[src/hdl/ibfd_pkg.sv]
// Package for the iBus frame decoder: payload structs, codes, widths and defaults.
// Depends on nothing; the front end, back end, top level, checker and bench use it.
`timescale 1ns / 1ps

package ibfd_pkg;

  localparam int unsigned CHANNEL_COUNT_DEFAULT = 10;
  localparam int unsigned FRAME_BYTES_DEFAULT   = 32;
  localparam int unsigned QUEUE_DEPTH_DEFAULT   = 2;

  localparam int unsigned CHANNEL_W   = 16;
  localparam int unsigned CH_SUM_W    = 20;
  localparam int unsigned ERROR_W     = 32;
  localparam int unsigned INDEX_W     = 4;
  localparam int unsigned COUNT_W     = 6;
  localparam int unsigned CFG_DATA_W  = 20;

  localparam logic [CH_SUM_W-1:0]  THRESHOLD_RESET = 20'd9000;
  localparam logic [CHANNEL_W-1:0] OFFSET_RESET    = 16'd1000;

  typedef enum logic {
    OP_DATA_BYTE    = 1'b0,
    OP_END_OF_FRAME = 1'b1
  } op_e;

  typedef enum logic {
    REG_ACTIVE_THRESHOLD = 1'b0,
    REG_CHANNEL_OFFSET   = 1'b1
  } cfg_reg_e;

  typedef struct packed {
    logic       operation;
    logic [7:0] data_byte;
  } in_item_t;

  typedef struct packed {
    logic [INDEX_W-1:0]   channel_index;
    logic [CHANNEL_W-1:0] channel_value;
    logic                 remote_active;
    logic                 frame_accepted;
    logic [ERROR_W-1:0]   error_total;
    logic                 last_channel;
  } out_item_t;

  typedef struct packed {
    logic               active;
    logic               accepted;
    logic [ERROR_W-1:0] errors;
  } report_t;

endpackage

[src/hdl/ibfd_stream_if.sv]
// Valid/ready stream interface of the iBus frame decoder, payload type as parameter.
// Depends on nothing; payload structs come from ibfd_pkg at the point of use.
`timescale 1ns / 1ps

interface ibfd_stream_if #(
  parameter type payload_t = logic
) ();

  logic     valid;
  logic     ready;
  payload_t payload;

  modport source (output valid, output payload, input ready);
  modport sink   (input valid, input payload, output ready);

endinterface

[src/hdl/ibfd_front.sv]
// Front end of the iBus frame decoder: byte capture, running sums and frame verdict.
// Depends on ibfd_pkg and ibfd_stream_if; pushes one report per end-of-frame request.
`timescale 1ns / 1ps

module ibfd_front #(
  parameter int unsigned CHANNEL_COUNT = ibfd_pkg::CHANNEL_COUNT_DEFAULT,
  parameter int unsigned FRAME_BYTES   = ibfd_pkg::FRAME_BYTES_DEFAULT
) (
  input  logic                                           clk_i,
  input  logic                                           rst_ni,
  ibfd_stream_if.sink                                    in_s,
  input  logic [ibfd_pkg::CH_SUM_W-1:0]                  threshold_i,
  input  logic                                           queue_full_i,
  output logic                                           push_o,
  output ibfd_pkg::report_t                              push_report_o,
  output logic [CHANNEL_COUNT-1:0][ibfd_pkg::CHANNEL_W-1:0] push_channels_o
);

  localparam int unsigned CW = ibfd_pkg::COUNT_W;
  localparam int unsigned SW = ibfd_pkg::CH_SUM_W;
  localparam int unsigned DW = ibfd_pkg::CHANNEL_W;
  localparam logic [CW-1:0] COUNT_MAX = '1;
  localparam logic [CW-1:0] FRAME_LEN = CW'(FRAME_BYTES);
  localparam logic [CW-1:0] CSUM_LO   = CW'(FRAME_BYTES - 2);
  localparam logic [CW-1:0] CSUM_HI   = CW'(FRAME_BYTES - 1);
  localparam logic [CW-1:0] CAP_START = CW'(2);
  localparam logic [CW-1:0] CAP_END   = CW'(2 + 2 * CHANNEL_COUNT);

  logic [CW-1:0]                    count_q, count_d;
  logic [DW-1:0]                    rsum_q, rsum_d;
  logic [SW-1:0]                    ssum_q, ssum_d;
  logic [DW-1:0]                    csum_q, csum_d;
  logic [CHANNEL_COUNT-1:0][DW-1:0] shadow_q, shadow_d;
  logic [CHANNEL_COUNT-1:0][DW-1:0] stored_q, stored_d;
  logic [SW-1:0]                    stsum_q, stsum_d;
  logic [ibfd_pkg::ERROR_W-1:0]     reject_q, reject_d;

  logic                         take;
  logic                         is_end;
  logic [7:0]                   b;
  logic [CW-1:0]                pos_off;
  logic                         accepted;
  logic [SW-1:0]                new_sum;
  logic [ibfd_pkg::ERROR_W-1:0] err_next;

  assign in_s.ready = !queue_full_i;
  assign take       = in_s.valid && in_s.ready;
  assign is_end     = in_s.payload.operation == ibfd_pkg::OP_END_OF_FRAME;
  assign b          = in_s.payload.data_byte;
  assign pos_off    = count_q - CAP_START;
  assign accepted   = (count_q == FRAME_LEN) && (~rsum_q == csum_q);
  assign new_sum    = accepted ? ssum_q : stsum_q;
  assign err_next   = (!accepted && (reject_q != '1)) ? reject_q + 1'b1 : reject_q;

  always_comb begin
    count_d  = count_q;
    rsum_d   = rsum_q;
    ssum_d   = ssum_q;
    csum_d   = csum_q;
    shadow_d = shadow_q;
    stored_d = stored_q;
    stsum_d  = stsum_q;
    reject_d = reject_q;
    if (take && is_end) begin
      if (accepted) begin
        stored_d = shadow_q;
        stsum_d  = ssum_q;
      end
      reject_d = err_next;
      count_d  = '0;
      rsum_d   = '0;
      ssum_d   = '0;
    end else if (take && (count_q != COUNT_MAX)) begin
      if (count_q < CSUM_LO) begin
        rsum_d = rsum_q + DW'(b);
      end
      if ((count_q >= CAP_START) && (count_q < CAP_END)) begin
        if (pos_off[0]) begin
          ssum_d = ssum_q + {(SW-DW)'(0), b, 8'h00};
        end else begin
          ssum_d = ssum_q + SW'(b);
        end
        for (int i = 0; i < CHANNEL_COUNT; i++) begin
          if (pos_off[CW-1:1] == (CW-1)'(i)) begin
            if (pos_off[0]) begin
              shadow_d[i][15:8] = b;
            end else begin
              shadow_d[i][7:0] = b;
            end
          end
        end
      end
      if (count_q == CSUM_LO) begin
        csum_d[7:0] = b;
      end
      if (count_q == CSUM_HI) begin
        csum_d[15:8] = b;
      end
      count_d = count_q + 1'b1;
    end
  end

  always_ff @(posedge clk_i or negedge rst_ni) begin
    if (!rst_ni) begin
      count_q  <= '0;
      rsum_q   <= '0;
      ssum_q   <= '0;
      csum_q   <= '0;
      stored_q <= '0;
      stsum_q  <= '0;
      reject_q <= '0;
    end else begin
      count_q  <= count_d;
      rsum_q   <= rsum_d;
      ssum_q   <= ssum_d;
      csum_q   <= csum_d;
      stored_q <= stored_d;
      stsum_q  <= stsum_d;
      reject_q <= reject_d;
    end
  end

  always_ff @(posedge clk_i) begin
    shadow_q <= shadow_d;
  end

  assign push_o                 = take && is_end;
  assign push_report_o.active   = new_sum >= threshold_i;
  assign push_report_o.accepted = accepted;
  assign push_report_o.errors   = err_next;
  assign push_channels_o        = accepted ? shadow_q : stored_q;

endmodule

[src/hdl/ibfd_queue.sv]
// Short report queue between front and back end of the iBus frame decoder.
// Depends on ibfd_pkg only through the widths handed in by the top level.
`timescale 1ns / 1ps

module ibfd_queue #(
  parameter int unsigned DATA_W = 8,
  parameter int unsigned DEPTH  = 2
) (
  input  logic              clk_i,
  input  logic              rst_ni,
  input  logic              push_i,
  input  logic [DATA_W-1:0] push_data_i,
  output logic              full_o,
  input  logic              pop_i,
  output logic              empty_o,
  output logic [DATA_W-1:0] head_o
);

  localparam int unsigned PTR_W = (DEPTH > 1) ? $clog2(DEPTH) : 1;
  localparam int unsigned CNT_W = $clog2(DEPTH + 1);
  localparam logic [PTR_W-1:0] PTR_LAST = PTR_W'(DEPTH - 1);
  localparam logic [CNT_W-1:0] CNT_FULL = CNT_W'(DEPTH);

  logic [DATA_W-1:0] mem_q [DEPTH];
  logic [PTR_W-1:0]  wr_ptr_q, wr_ptr_d;
  logic [PTR_W-1:0]  rd_ptr_q, rd_ptr_d;
  logic [CNT_W-1:0]  cnt_q, cnt_d;
  logic              do_push;
  logic              do_pop;

  assign full_o  = cnt_q == CNT_FULL;
  assign empty_o = cnt_q == '0;
  assign do_push = push_i && !full_o;
  assign do_pop  = pop_i && !empty_o;
  assign head_o  = mem_q[rd_ptr_q];

  always_comb begin
    wr_ptr_d = wr_ptr_q;
    rd_ptr_d = rd_ptr_q;
    cnt_d    = cnt_q;
    if (do_push) begin
      wr_ptr_d = (wr_ptr_q == PTR_LAST) ? '0 : wr_ptr_q + 1'b1;
    end
    if (do_pop) begin
      rd_ptr_d = (rd_ptr_q == PTR_LAST) ? '0 : rd_ptr_q + 1'b1;
    end
    if (do_push && !do_pop) begin
      cnt_d = cnt_q + 1'b1;
    end else if (do_pop && !do_push) begin
      cnt_d = cnt_q - 1'b1;
    end
  end

  always_ff @(posedge clk_i or negedge rst_ni) begin
    if (!rst_ni) begin
      wr_ptr_q <= '0;
      rd_ptr_q <= '0;
      cnt_q    <= '0;
    end else begin
      wr_ptr_q <= wr_ptr_d;
      rd_ptr_q <= rd_ptr_d;
      cnt_q    <= cnt_d;
    end
  end

  always_ff @(posedge clk_i) begin
    if (do_push) begin
      mem_q[wr_ptr_q] <= push_data_i;
    end
  end

endmodule

[src/hdl/ibfd_back.sv]
// Back end of the iBus frame decoder: walks one queued report out as channel results.
// Depends on ibfd_pkg and ibfd_stream_if; takes the offset from the top level.
`timescale 1ns / 1ps

module ibfd_back #(
  parameter int unsigned CHANNEL_COUNT = ibfd_pkg::CHANNEL_COUNT_DEFAULT
) (
  input  logic                                              clk_i,
  input  logic                                              rst_ni,
  input  logic                                              head_valid_i,
  input  ibfd_pkg::report_t                                 head_report_i,
  input  logic [CHANNEL_COUNT-1:0][ibfd_pkg::CHANNEL_W-1:0] head_channels_i,
  input  logic [ibfd_pkg::CHANNEL_W-1:0]                    offset_i,
  output logic                                              pop_o,
  ibfd_stream_if.source                                     out_s
);

  localparam int unsigned IW = ibfd_pkg::INDEX_W;
  localparam logic [IW-1:0] LAST_IDX = IW'(CHANNEL_COUNT - 1);

  logic [IW-1:0]                  idx_q, idx_d;
  logic [ibfd_pkg::CHANNEL_W-1:0] sel;
  logic                           last;
  logic                           fire;

  always_comb begin
    sel = '0;
    for (int i = 0; i < CHANNEL_COUNT; i++) begin
      if (idx_q == IW'(i)) begin
        sel = head_channels_i[i];
      end
    end
  end

  assign last  = idx_q == LAST_IDX;
  assign fire  = out_s.valid && out_s.ready;
  assign pop_o = fire && last;

  always_comb begin
    idx_d = idx_q;
    if (fire) begin
      idx_d = last ? '0 : idx_q + 1'b1;
    end
  end

  always_ff @(posedge clk_i or negedge rst_ni) begin
    if (!rst_ni) begin
      idx_q <= '0;
    end else begin
      idx_q <= idx_d;
    end
  end

  assign out_s.valid                  = head_valid_i;
  assign out_s.payload.channel_index  = idx_q;
  assign out_s.payload.channel_value  = sel - offset_i;
  assign out_s.payload.remote_active  = head_report_i.active;
  assign out_s.payload.frame_accepted = head_report_i.accepted;
  assign out_s.payload.error_total    = head_report_i.errors;
  assign out_s.payload.last_channel   = last;

endmodule

[src/hdl/ibus_frame_decoder.sv]
// iBus frame decoder: takes one request per cycle (a received byte or an
// end-of-frame marker) whenever the report queue has room. Each taken byte
// updates the frame count, checksum and channel capture registers. Each marker
// queues one report, and the back end then delivers one channel result per
// cycle while the result stream is ready; the input stalls only while
// QUEUE_DEPTH reports are waiting. There is no clearing pass.
// Top level; depends on ibfd_pkg, ibfd_stream_if, ibfd_front, ibfd_queue, ibfd_back.
`timescale 1ns / 1ps

module ibus_frame_decoder #(
  parameter int unsigned CHANNEL_COUNT = ibfd_pkg::CHANNEL_COUNT_DEFAULT,
  parameter int unsigned FRAME_BYTES   = ibfd_pkg::FRAME_BYTES_DEFAULT,
  parameter int unsigned QUEUE_DEPTH   = ibfd_pkg::QUEUE_DEPTH_DEFAULT
) (
  input  logic                            clk_i,
  input  logic                            rst_ni,
  ibfd_stream_if.sink                     in_i,
  ibfd_stream_if.source                   out_o,
  input  logic                            cfg_we_i,
  input  logic                            cfg_index_i,
  input  logic [ibfd_pkg::CFG_DATA_W-1:0] cfg_data_i
);

  localparam int unsigned CH_BITS = CHANNEL_COUNT * ibfd_pkg::CHANNEL_W;
  localparam int unsigned ENTRY_W = $bits(ibfd_pkg::report_t) + CH_BITS;

  logic [ibfd_pkg::CH_SUM_W-1:0]  threshold_q;
  logic [ibfd_pkg::CHANNEL_W-1:0] offset_q;

  logic                                              push;
  ibfd_pkg::report_t                                 push_report;
  logic [CHANNEL_COUNT-1:0][ibfd_pkg::CHANNEL_W-1:0] push_channels;
  logic                                              queue_full;
  logic                                              queue_empty;
  logic                                              pop;
  logic [ENTRY_W-1:0]                                head;
  ibfd_pkg::report_t                                 head_report;
  logic [CHANNEL_COUNT-1:0][ibfd_pkg::CHANNEL_W-1:0] head_channels;

  always_ff @(posedge clk_i or negedge rst_ni) begin
    if (!rst_ni) begin
      threshold_q <= ibfd_pkg::THRESHOLD_RESET;
      offset_q    <= ibfd_pkg::OFFSET_RESET;
    end else if (cfg_we_i) begin
      unique case (ibfd_pkg::cfg_reg_e'(cfg_index_i))
        ibfd_pkg::REG_ACTIVE_THRESHOLD: threshold_q <= cfg_data_i;
        ibfd_pkg::REG_CHANNEL_OFFSET:   offset_q    <= cfg_data_i[ibfd_pkg::CHANNEL_W-1:0];
        default: ;
      endcase
    end
  end

  ibfd_front #(
    .CHANNEL_COUNT (CHANNEL_COUNT),
    .FRAME_BYTES   (FRAME_BYTES)
  ) u_front (
    .clk_i           (clk_i),
    .rst_ni          (rst_ni),
    .in_s            (in_i),
    .threshold_i     (threshold_q),
    .queue_full_i    (queue_full),
    .push_o          (push),
    .push_report_o   (push_report),
    .push_channels_o (push_channels)
  );

  ibfd_queue #(
    .DATA_W (ENTRY_W),
    .DEPTH  (QUEUE_DEPTH)
  ) u_queue (
    .clk_i       (clk_i),
    .rst_ni      (rst_ni),
    .push_i      (push),
    .push_data_i ({push_report, push_channels}),
    .full_o      (queue_full),
    .pop_i       (pop),
    .empty_o     (queue_empty),
    .head_o      (head)
  );

  assign head_report   = head[ENTRY_W-1:CH_BITS];
  assign head_channels = head[CH_BITS-1:0];

  ibfd_back #(
    .CHANNEL_COUNT (CHANNEL_COUNT)
  ) u_back (
    .clk_i           (clk_i),
    .rst_ni          (rst_ni),
    .head_valid_i    (!queue_empty),
    .head_report_i   (head_report),
    .head_channels_i (head_channels),
    .offset_i        (offset_q),
    .pop_o           (pop),
    .out_s           (out_o)
  );

endmodule

[src/flat_wrapper.sv]
// flat-port wrapper written by rule: the top's interface ports become plain ports
module ibus_frame_decoder_flat 
#(
  parameter int unsigned CHANNEL_COUNT = ibfd_pkg::CHANNEL_COUNT_DEFAULT,
  parameter int unsigned FRAME_BYTES   = ibfd_pkg::FRAME_BYTES_DEFAULT,
  parameter int unsigned QUEUE_DEPTH   = ibfd_pkg::QUEUE_DEPTH_DEFAULT
)
  (clk_i, rst_ni, cfg_we_i, cfg_index_i, cfg_data_i, in_i_valid, in_i_payload, in_i_ready, out_o_valid, out_o_payload, out_o_ready);
  ibfd_stream_if #(.payload_t(ibfd_pkg::in_item_t)) in_i_i ();
  ibfd_stream_if #(.payload_t(ibfd_pkg::out_item_t)) out_o_i ();
  input  logic clk_i;
  input  logic rst_ni;
  input  logic cfg_we_i;
  input  logic cfg_index_i;
  input  logic [ibfd_pkg::CFG_DATA_W-1:0] cfg_data_i;
  input wire logic [$bits(in_i_i.valid)-1:0] in_i_valid;
  input wire logic [$bits(in_i_i.payload)-1:0] in_i_payload;
  output wire logic [$bits(in_i_i.ready)-1:0] in_i_ready;
  output wire logic [$bits(out_o_i.valid)-1:0] out_o_valid;
  output wire logic [$bits(out_o_i.payload)-1:0] out_o_payload;
  input wire logic [$bits(out_o_i.ready)-1:0] out_o_ready;
  assign in_i_i.valid = in_i_valid;
  assign in_i_i.payload = in_i_payload;
  assign in_i_ready = in_i_i.ready;
  assign out_o_valid = out_o_i.valid;
  assign out_o_payload = out_o_i.payload;
  assign out_o_i.ready = out_o_ready;
  ibus_frame_decoder #(.CHANNEL_COUNT(CHANNEL_COUNT), .FRAME_BYTES(FRAME_BYTES), .QUEUE_DEPTH(QUEUE_DEPTH)) u_core (.clk_i(clk_i), .rst_ni(rst_ni), .in_i(in_i_i), .out_o(out_o_i), .cfg_we_i(cfg_we_i), .cfg_index_i(cfg_index_i), .cfg_data_i(cfg_data_i));
endmodule
[config.mk]
export PLATFORM = sky130hd
export DESIGN_NAME = ibus_frame_decoder_flat
export DESIGN_NICKNAME = d
export VERILOG_FILES = /design/src/hdl/ibfd_pkg.sv /design/src/hdl/ibfd_stream_if.sv /design/src/hdl/ibfd_front.sv /design/src/hdl/ibfd_queue.sv /design/src/hdl/ibfd_back.sv /design/src/hdl/ibus_frame_decoder.sv /design/src/flat_wrapper.sv
export SDC_FILE = /design/constraint.sdc
export NUM_CORES = 1
export LEC_CHECK = 0
export ABC_AREA = 1
export BUFFER_PORTS_ARGS = -buffer_cell sky130_fd_sc_hd__buf_4
export CAP_MARGIN = 20
export CORE_UTILIZATION = 50
export CTS_BUF_LIST = sky130_fd_sc_hd__clkbuf_4
export DETAILED_ROUTE_END_ITERATION = 8
export PLACE_DENSITY_LB_ADDON = 0.15
export SETUP_SLACK_MARGIN = 0.2
export SLEW_MARGIN = 25
export SYNTH_ARGS = -nofsm -noshare
export SYNTH_HDL_FRONTEND = slang
export SYNTH_HIERARCHICAL = 1
export SYNTH_SLANG_ARGS = --single-unit
[constraint.sdc]
create_clock -name clk_i -period 22.6 [get_ports clk_i]
set_input_delay 4.52 -clock clk_i [delete_from_list [all_inputs] [get_ports clk_i]]
set_output_delay 4.52 -clock clk_i [all_outputs]
set_load 0.05 [all_outputs]
==> results.yml, run 1 <==
worst_setup_path:
  cp.buffers_inverters: 7
  cp_cell_sequence: "inv_6 -> buf_4 -> nand2_1 -> nand2_1 -> inv_1 -> nor2_1 -> nor2_1 -> nand4_1 -> nor2_1 -> nand3_1 -> nand2_1 -> inv_1 -> ha_1 -> nand2_1 -> nor2_1 -> inv_1 -> nor3_1 -> nand2_1 -> nand3_1 -> nand2_1 -> inv_1 -> nand3_1 -> nand2_1 -> buf_4"
  critPathKind: "reg2out"
  end_kind: "output pin"
  crit_top_cell: "nand2_1"
  cp_data_arrival_time_ps: 5840
  critPathMaxFanout: 88
  max_stage_delay_ps: 880
  cp_slowest_cell: "dfrtp_4"
  required_ps: 18080
  critPathTopFamily: "simple AND/OR/NAND/NOR gates"
  crit_path_start_kind: "register"
clocking:
  cts_sinks: 862
  clkLatencyLatePin_ps: 1130
  clock_path_buffers: 3
  ctsResizeCount: 0
  root_buffer: "clkbuf_4"
  cts_hold_buf: 0
  clk_pin_slew_ps: 70
  htreeDepth: 4
  postCtsSetupBuffers: 0
  cts_buffers: 225
  tritoncts: "built"
power_and_ir_drop:
  power.switching_w: 0.00208
  internal_power_w: 0.00304
  seq_power_share_pct: 37.3
  power_leakage_nw: 21.6
  p_comb_share_pct: 35.4
  p_clk_share_pct: 27.3
  irDropWorstVdd_mv: 0.184
  cellPowerDensity_nw_per_um2: 112
  swShare_pct: 40.6
logic_synthesis:
  synth_top_family_by_area: "simple AND/OR/NAND/NOR gates"
  ys_seq_area_share_pct: 58.1
  synthMuxAreaShare_pct: 0.0269
  yosysUniqueCellTypes: 49
  synthCells: 4531
  netlist.top_cell.by_area: "edfxtp_1"
  yosysWarnings: 6
  synth_xor_area_share_pct: 0.774
  ys.flop_type: "edfxtp_1"
  synth-simple-area-share_pct: 23.1
  synth_edf_count: 548
  synth_top_cells_by_area: "edfxtp_1 39%, dfrtp_1 18%, nand2_1 17%"
  synth-async-reset-ratio_pct: 36.4
  synth_seq_cells: 862
  avgSynthCellArea_um2: 9.24
  synth_top_area_share_pct: 39.3
  yosys.area_share.adder_pct: 2.10
  synth-compound-area-share_pct: 8.66
  syn_nets: 4634
  netlist_area_um2: 41900
sta:
  rsz0062_at_grt: "no"
  maxSlewHeadroom_pct: 25.3
  finalSetupTns_ps: 0
  worst_pin_slew_ps: 1120
  fmax_mhz: 96.5
  setup_viol: 0
  skew_ps: 96.6
  hold_ws_ps: 464
  min_period_ps: 10360
  finalHoldViolCount: 0
  fin_crit_sh_pct: 45.9
  slew_violations: 0
finish:
  final_common_cell: "nand2_1"
  nets: 4745
  drive_gt1_share_pct: 11.9
  finalCoreUtilization_pct: 55.4
  stdcell_count: 5921
  syn_to_final_growth_pct: 9.22
  final_cell_mix: "1,877 x nand2_1, 548 x edfxtp_1, 373 x inv_1, 360 x clkbuf_4, 302 x dfrtp_1"
grt:
  grt_usage_pct: 25.0
  grt_antenna_before_repair: 4
  global_route.overflow_total: 0
  grt_max_degree: 221
  grt_pass1_wl_mm: 165
  grt_pass1_vias: 29751
drt:
  viasPerCell: 5.22
  drtPass1Iterations: 5
  drtAntennaViolNets: 0
  drt_iter0_markers: 2607
  drc: 0
  drt_wl_total_mm: 104
  wl_per_cell_um: 17.6
  vias: 30908
placed_design:
  place.gp.congestion: 0.885
  io_buffers: 91
  dp.cells: 5485
  dp_hpwl_mm: 63.0
run:
  maxCapViolCount: 0
floorplanning:
  initial_core_util_pct: 50.7
  core_region_area_um2: 82500
  pin_count: 92
  die_h_um: 291
  die_w_um: 291
  dieArea_um2: 84900
  num_rows: 105
outcome:
  status: "completed"
min_path:
  hold_path_class: "reg2reg"
[routing by layer]
metal  wire [um]  global-route usage, %
met5           0                      0
met4        2400                   9.33
met3        6380                   5.31
met2       48600                   39.6
met1       47100                   33.8
[power by group through the flow]
stage	Clock (W)	Sequential [W]	Combinational (W)
2_1_floorplan	0	0.00193	0.00132
3_3_place_gp	0	0.00194	0.00182
3_5_place_dp	0	0.00194	0.00182
4_1_cts	0.00144	0.00191	0.00183
5_1_grt	0.00152	0.00193	0.00198
6_report	0.00140	0.00191	0.00181
[layout make-up]
cell class,instances,area (um^2)
fill,7474,36800
sequential,862,24300
multi-input combinational,3044,14500
clock buffer,360,2700
inverter,390,1480
tap,1070,1340
timing repair buffer,119,930
clock inverter,68,359
antenna,8,20.0
[tightest hold or removal path: cells and delay by family, from the launching register on]
kind          cells  cell delay [ps]
flops             1              370
simple gates      2              100
[cell usage after synthesis (all sizes together), types with 2 or more instances]
master / n
nand2: 1888
edfxtp: 548
inv: 388
dfrtp: 303
nor2: 228
o211ai: 182
buf: 181
nand3: 181
o21a: 181
a21oi: 88
ha: 64
o21ai: 63
clkbuf: 54
nand4: 41
xor2: 24
nor3: 22
nand3b: 20
or2: 19
xnor2: 13
dfstp: 11
a21o: 6
fa: 4
o21bai: 4
nor4: 3
a211oi: 2
and2: 2
clkinv: 2
nor3b: 2
o22ai: 2
[state kept, by name (all words and copies together), names as in the netlist, 16 cells and up]
name	count
u_core/offset_q	16
u_core/threshold_q	20
u_core/u_front/csum_q	16
u_core/u_front/reject_q	32
u_core/u_front/rsum_q	16
u_core/u_front/shadow_q	160
u_core/u_front/ssum_q	20
u_core/u_front/stored_q	160
u_core/u_front/stsum_q	20
u_core/u_queue/mem_q	388
[kinds of logic (layout without fill, tap and decap cells)]
family | after synthesis | count (layout)
buffers and inverters | 625 | 937
XOR/XNOR | 37 | 37
adder cells (fa/ha/maj) | 68 | 68
AO/OA/AOI/OAI | 532 | 532
multiplexers | 1 | 1
AND/OR/NAND/NOR | 2406 | 2406
other | 0 | 8
flip-flops | 862 | 862
[path summary, 6_finish.rpt]
check | from | end | slack [ps] | cells after the start
worst max-delay path | u_core/u_queue/rd_ptr_q | out_o_payload[50] | 12240 | 24
worst min-delay path | u_core/offset_q[3] | u_core/offset_q[3] | 460 | 2
worst max register to register | u_core/u_queue/cnt_q[0] | u_core/u_front/shadow_q[149] | 17650 | 10
worst min register to register | u_core/offset_q[3] | u_core/offset_q[3] | 460 | 2
max in group asynchronous | rst_ni | u_core/u_front/reject_q[8] | 17610 | 2
min in group asynchronous | rst_ni | u_core/u_front/stored_q[46] | 3450 | 1
[stage by stage]
stage,area [um^2],setup slack (ps),power (W)
floorplan,41900,8160,0.00325
global placement,42600,13380,0.00376
detailed placement,42600,13360,0.00376
CTS,45700,12060,0.00517
global route,45700,11650,0.00543
finish,45700,12240,0.00513
Power figures use the tool's default switching activity.
==> run 2: changes to the inputs <==
- clock period: 22.6 -> 10.8 ns (I/O delays scaled with it)
==> run 2 against run 1 <==
- sequential share of layout area decreased by 0.071 points
- clock power increased by 110%
- combinational power increased by 110%
- cell area increased by 0.13%
- critical path depth increased by 1
- clock skew decreased by 22 ps
- sequential power increased by 110%
- critical path type unchanged
==> results.yml, run 2 (synthesis results as in run 1) <==
finish:
  drive_gt1_share_pct: 12.1
  seq_area_um2: 24300
  largest_reg_flops: 388
  nets: 4748
  multi_input_area_um2: 14500
  regMostFlops: "u_core/u_queue/mem_q"
  syn_to_final_growth_pct: 9.36
  final_common_cell: "nand2_1"
  final_cell_mix: "1,877 x nand2_1, 548 x edfxtp_1, 373 x inv_1, 369 x clkbuf_4, 302 x dfrtp_1"
  biggestRegsByFlops: "u_core/u_queue/mem_q: 388 flops, u_core/u_front/shadow_q: 160 flops, u_core/u_front/stored_q: 160 flops"
  fill_cells: 7505
worst_setup_path:
  cp_data_arrival_time_ps: 5630
  rr_startpoint: "u_core/u_queue/cnt_q[0]"
  end_kind: "output pin"
  required_ps: 8640
  ff2ff_path_depth: 10
  r2r_slack_ps: 5530
  critPathKind: "reg2out"
  regToRegEndpoint: "u_core/u_front/shadow_q[36]"
  crit_path_start_kind: "register"
  critPathMaxFanout: 70
sta:
  finalHoldViolCount: 0
  hold_ws_ps: 464
  finalSetupTns_ps: 0
  fmax_mhz: 128
  setup_viol: 0
  maxSlewHeadroom_pct: 26.9
  rsz0062_at_grt: "no"
  min_period_ps: 7790
  skew_ps: 75.0
  fin_crit_sh_pct: 72.1
  worst_pin_slew_ps: 1100
  slew_violations: 0
placed_design:
  dp_hpwl_mm: 62.8
  io_buffers: 91
  place.gp.congestion: 0.853
power_and_ir_drop:
  irDropWorstVdd_mv: 0.489
  power_leakage_nw: 21.7
  cellPowerDensity_nw_per_um2: 235
drt:
  drtPass1Iterations: 5
  drt_iter0_markers: 2326
  drc: 0
  wl_per_cell_um: 17.6
  drt_wl_total_mm: 104
  viasPerCell: 5.19
  vias: 30756
  drtAntennaViolNets: 0
clocking:
  clk_pin_slew_ps: 60
  root_buffer: "clkbuf_4"
  ctsResizeCount: 0
  cts_sinks: 862
  postCtsSetupBuffers: 0
  tritoncts: "built"
  cts_buffers: 223
  htreeDepth: 4
  cts_hold_buf: 0
  clock_path_buffers: 3
  clkLatencyLatePin_ps: 1080
grt:
  grt_usage_pct: 24.9
  grt_antenna_before_repair: 5
  grt_pass1_wl_mm: 164
  grt_max_degree: 224
  global_route.overflow_total: 0
  grt_pass1_vias: 29529
min_path:
  hold_path_class: "reg2reg"
  hold_depth: 2
  worstHoldStart: "u_core/offset_q[3]"
  hold_path_end: "u_core/offset_q[3]"
floorplanning:
  core_region_area_um2: 82500
  pin_count: 92
  dieArea_um2: 84900
  die_w_um: 291
  initial_core_util_pct: 50.7
  num_rows: 105
  die_h_um: 291
outcome:
  status: "completed"
run:
  maxCapViolCount: 0
run 2: changes by cell type in the layout (fill, tap and decap cells not counted):
cell        previous run  this run
clkinv_2               6         4
buf_12                 2         3
clkinvlp_4             3         2
inv_6                  6         8
diode_2                8         5
buf_4                115       118
nor2_2                18        14
buf_6                  1         2
clkinv_1              51        41
bufinv_16              2         1
clkinv_4               0         1
clkbuf_4             360       369
nor2_1               202       206
clkinv_8               0         1
run 2: worst max-delay path, cell delays in order, from the launching register on:
cell     delay [ps]
dfrtp_4         790
inv_6           340
buf_4           450
nand2_1         120
nand2_1          70
inv_1            60
nor2_1           40
nor2_1          140
nand4_1         190
nor2_1          300
nand3_1         200
nand2_1         100
inv_1            70
ha_1            360
nand2_1         110
nor2_1          150
inv_1            80
nor3_1          160
nand2_1         100
nand2_1          60
nand2_1          50
nand2_1          70
inv_1            40
nand3_1          70
nand2_1         100
buf_4           200
run 2: area by class of cell:
type                       count  area share (%)
antenna                        5          0.0273
clock buffer                 369            6.05
clock inverter                58           0.692
inverter                     390            3.24
multi-input combinational   3044            31.8
sequential                   862            53.2
tap                         1070            2.92
timing repair buffer         124            2.15
run 2: through the flow:
step	cell area, um^2	power, W	setup slack [ps]	utilization [%]	instances
after floorplan	41900	0.00679	1990	-	4531
final	45800	0.0107	3010	55.5	5922
after CTS	45700	0.0109	2940	55.4	5917
after global placement	42600	0.00788	4130	51.7	5490
after detailed placement	42600	0.00788	4150	51.7	5490
after global routing	45800	0.0114	2610	55.5	5921
run 2: how the worst max path moves through the flow:
stage | end | slack (ps) | cells after the start | startpoint
floorplan | u_core/u_queue/mem_q[1][0] | 1990 | 6 | in_i_valid
global placement | out_o_payload[50] | 4130 | 20 | u_core/u_queue/rd_ptr_q
detailed placement | out_o_payload[50] | 4150 | 24 | u_core/u_queue/rd_ptr_q
CTS | out_o_payload[50] | 2940 | 24 | u_core/u_queue/rd_ptr_q
global route | out_o_payload[50] | 2610 | 24 | u_core/u_queue/rd_ptr_q
finish | out_o_payload[50] | 3010 | 25 | u_core/u_queue/rd_ptr_q
run 2: power by group:
| group | internal [W] | leakage, nW | switching [W] |
|---|---|---|---|
| registers | 0.00379 | 9.41 | 0.000204 |
| logic | 0.00102 | 10.4 | 0.00278 |
| clock network | 0.00158 | 1.85 | 0.00137 |
run 2: metal layers:
metal / part of all wire [%] / up-vias / track usage (%)
met5: 0.016 / - / 0
met4: 2.2 / 2 / 9.10
met3: 6.1 / 145 / 4.55
met2: 47 / 864 / 40.1
met1: 45 / 14462 / 33.8
li1: - / 15283 / -
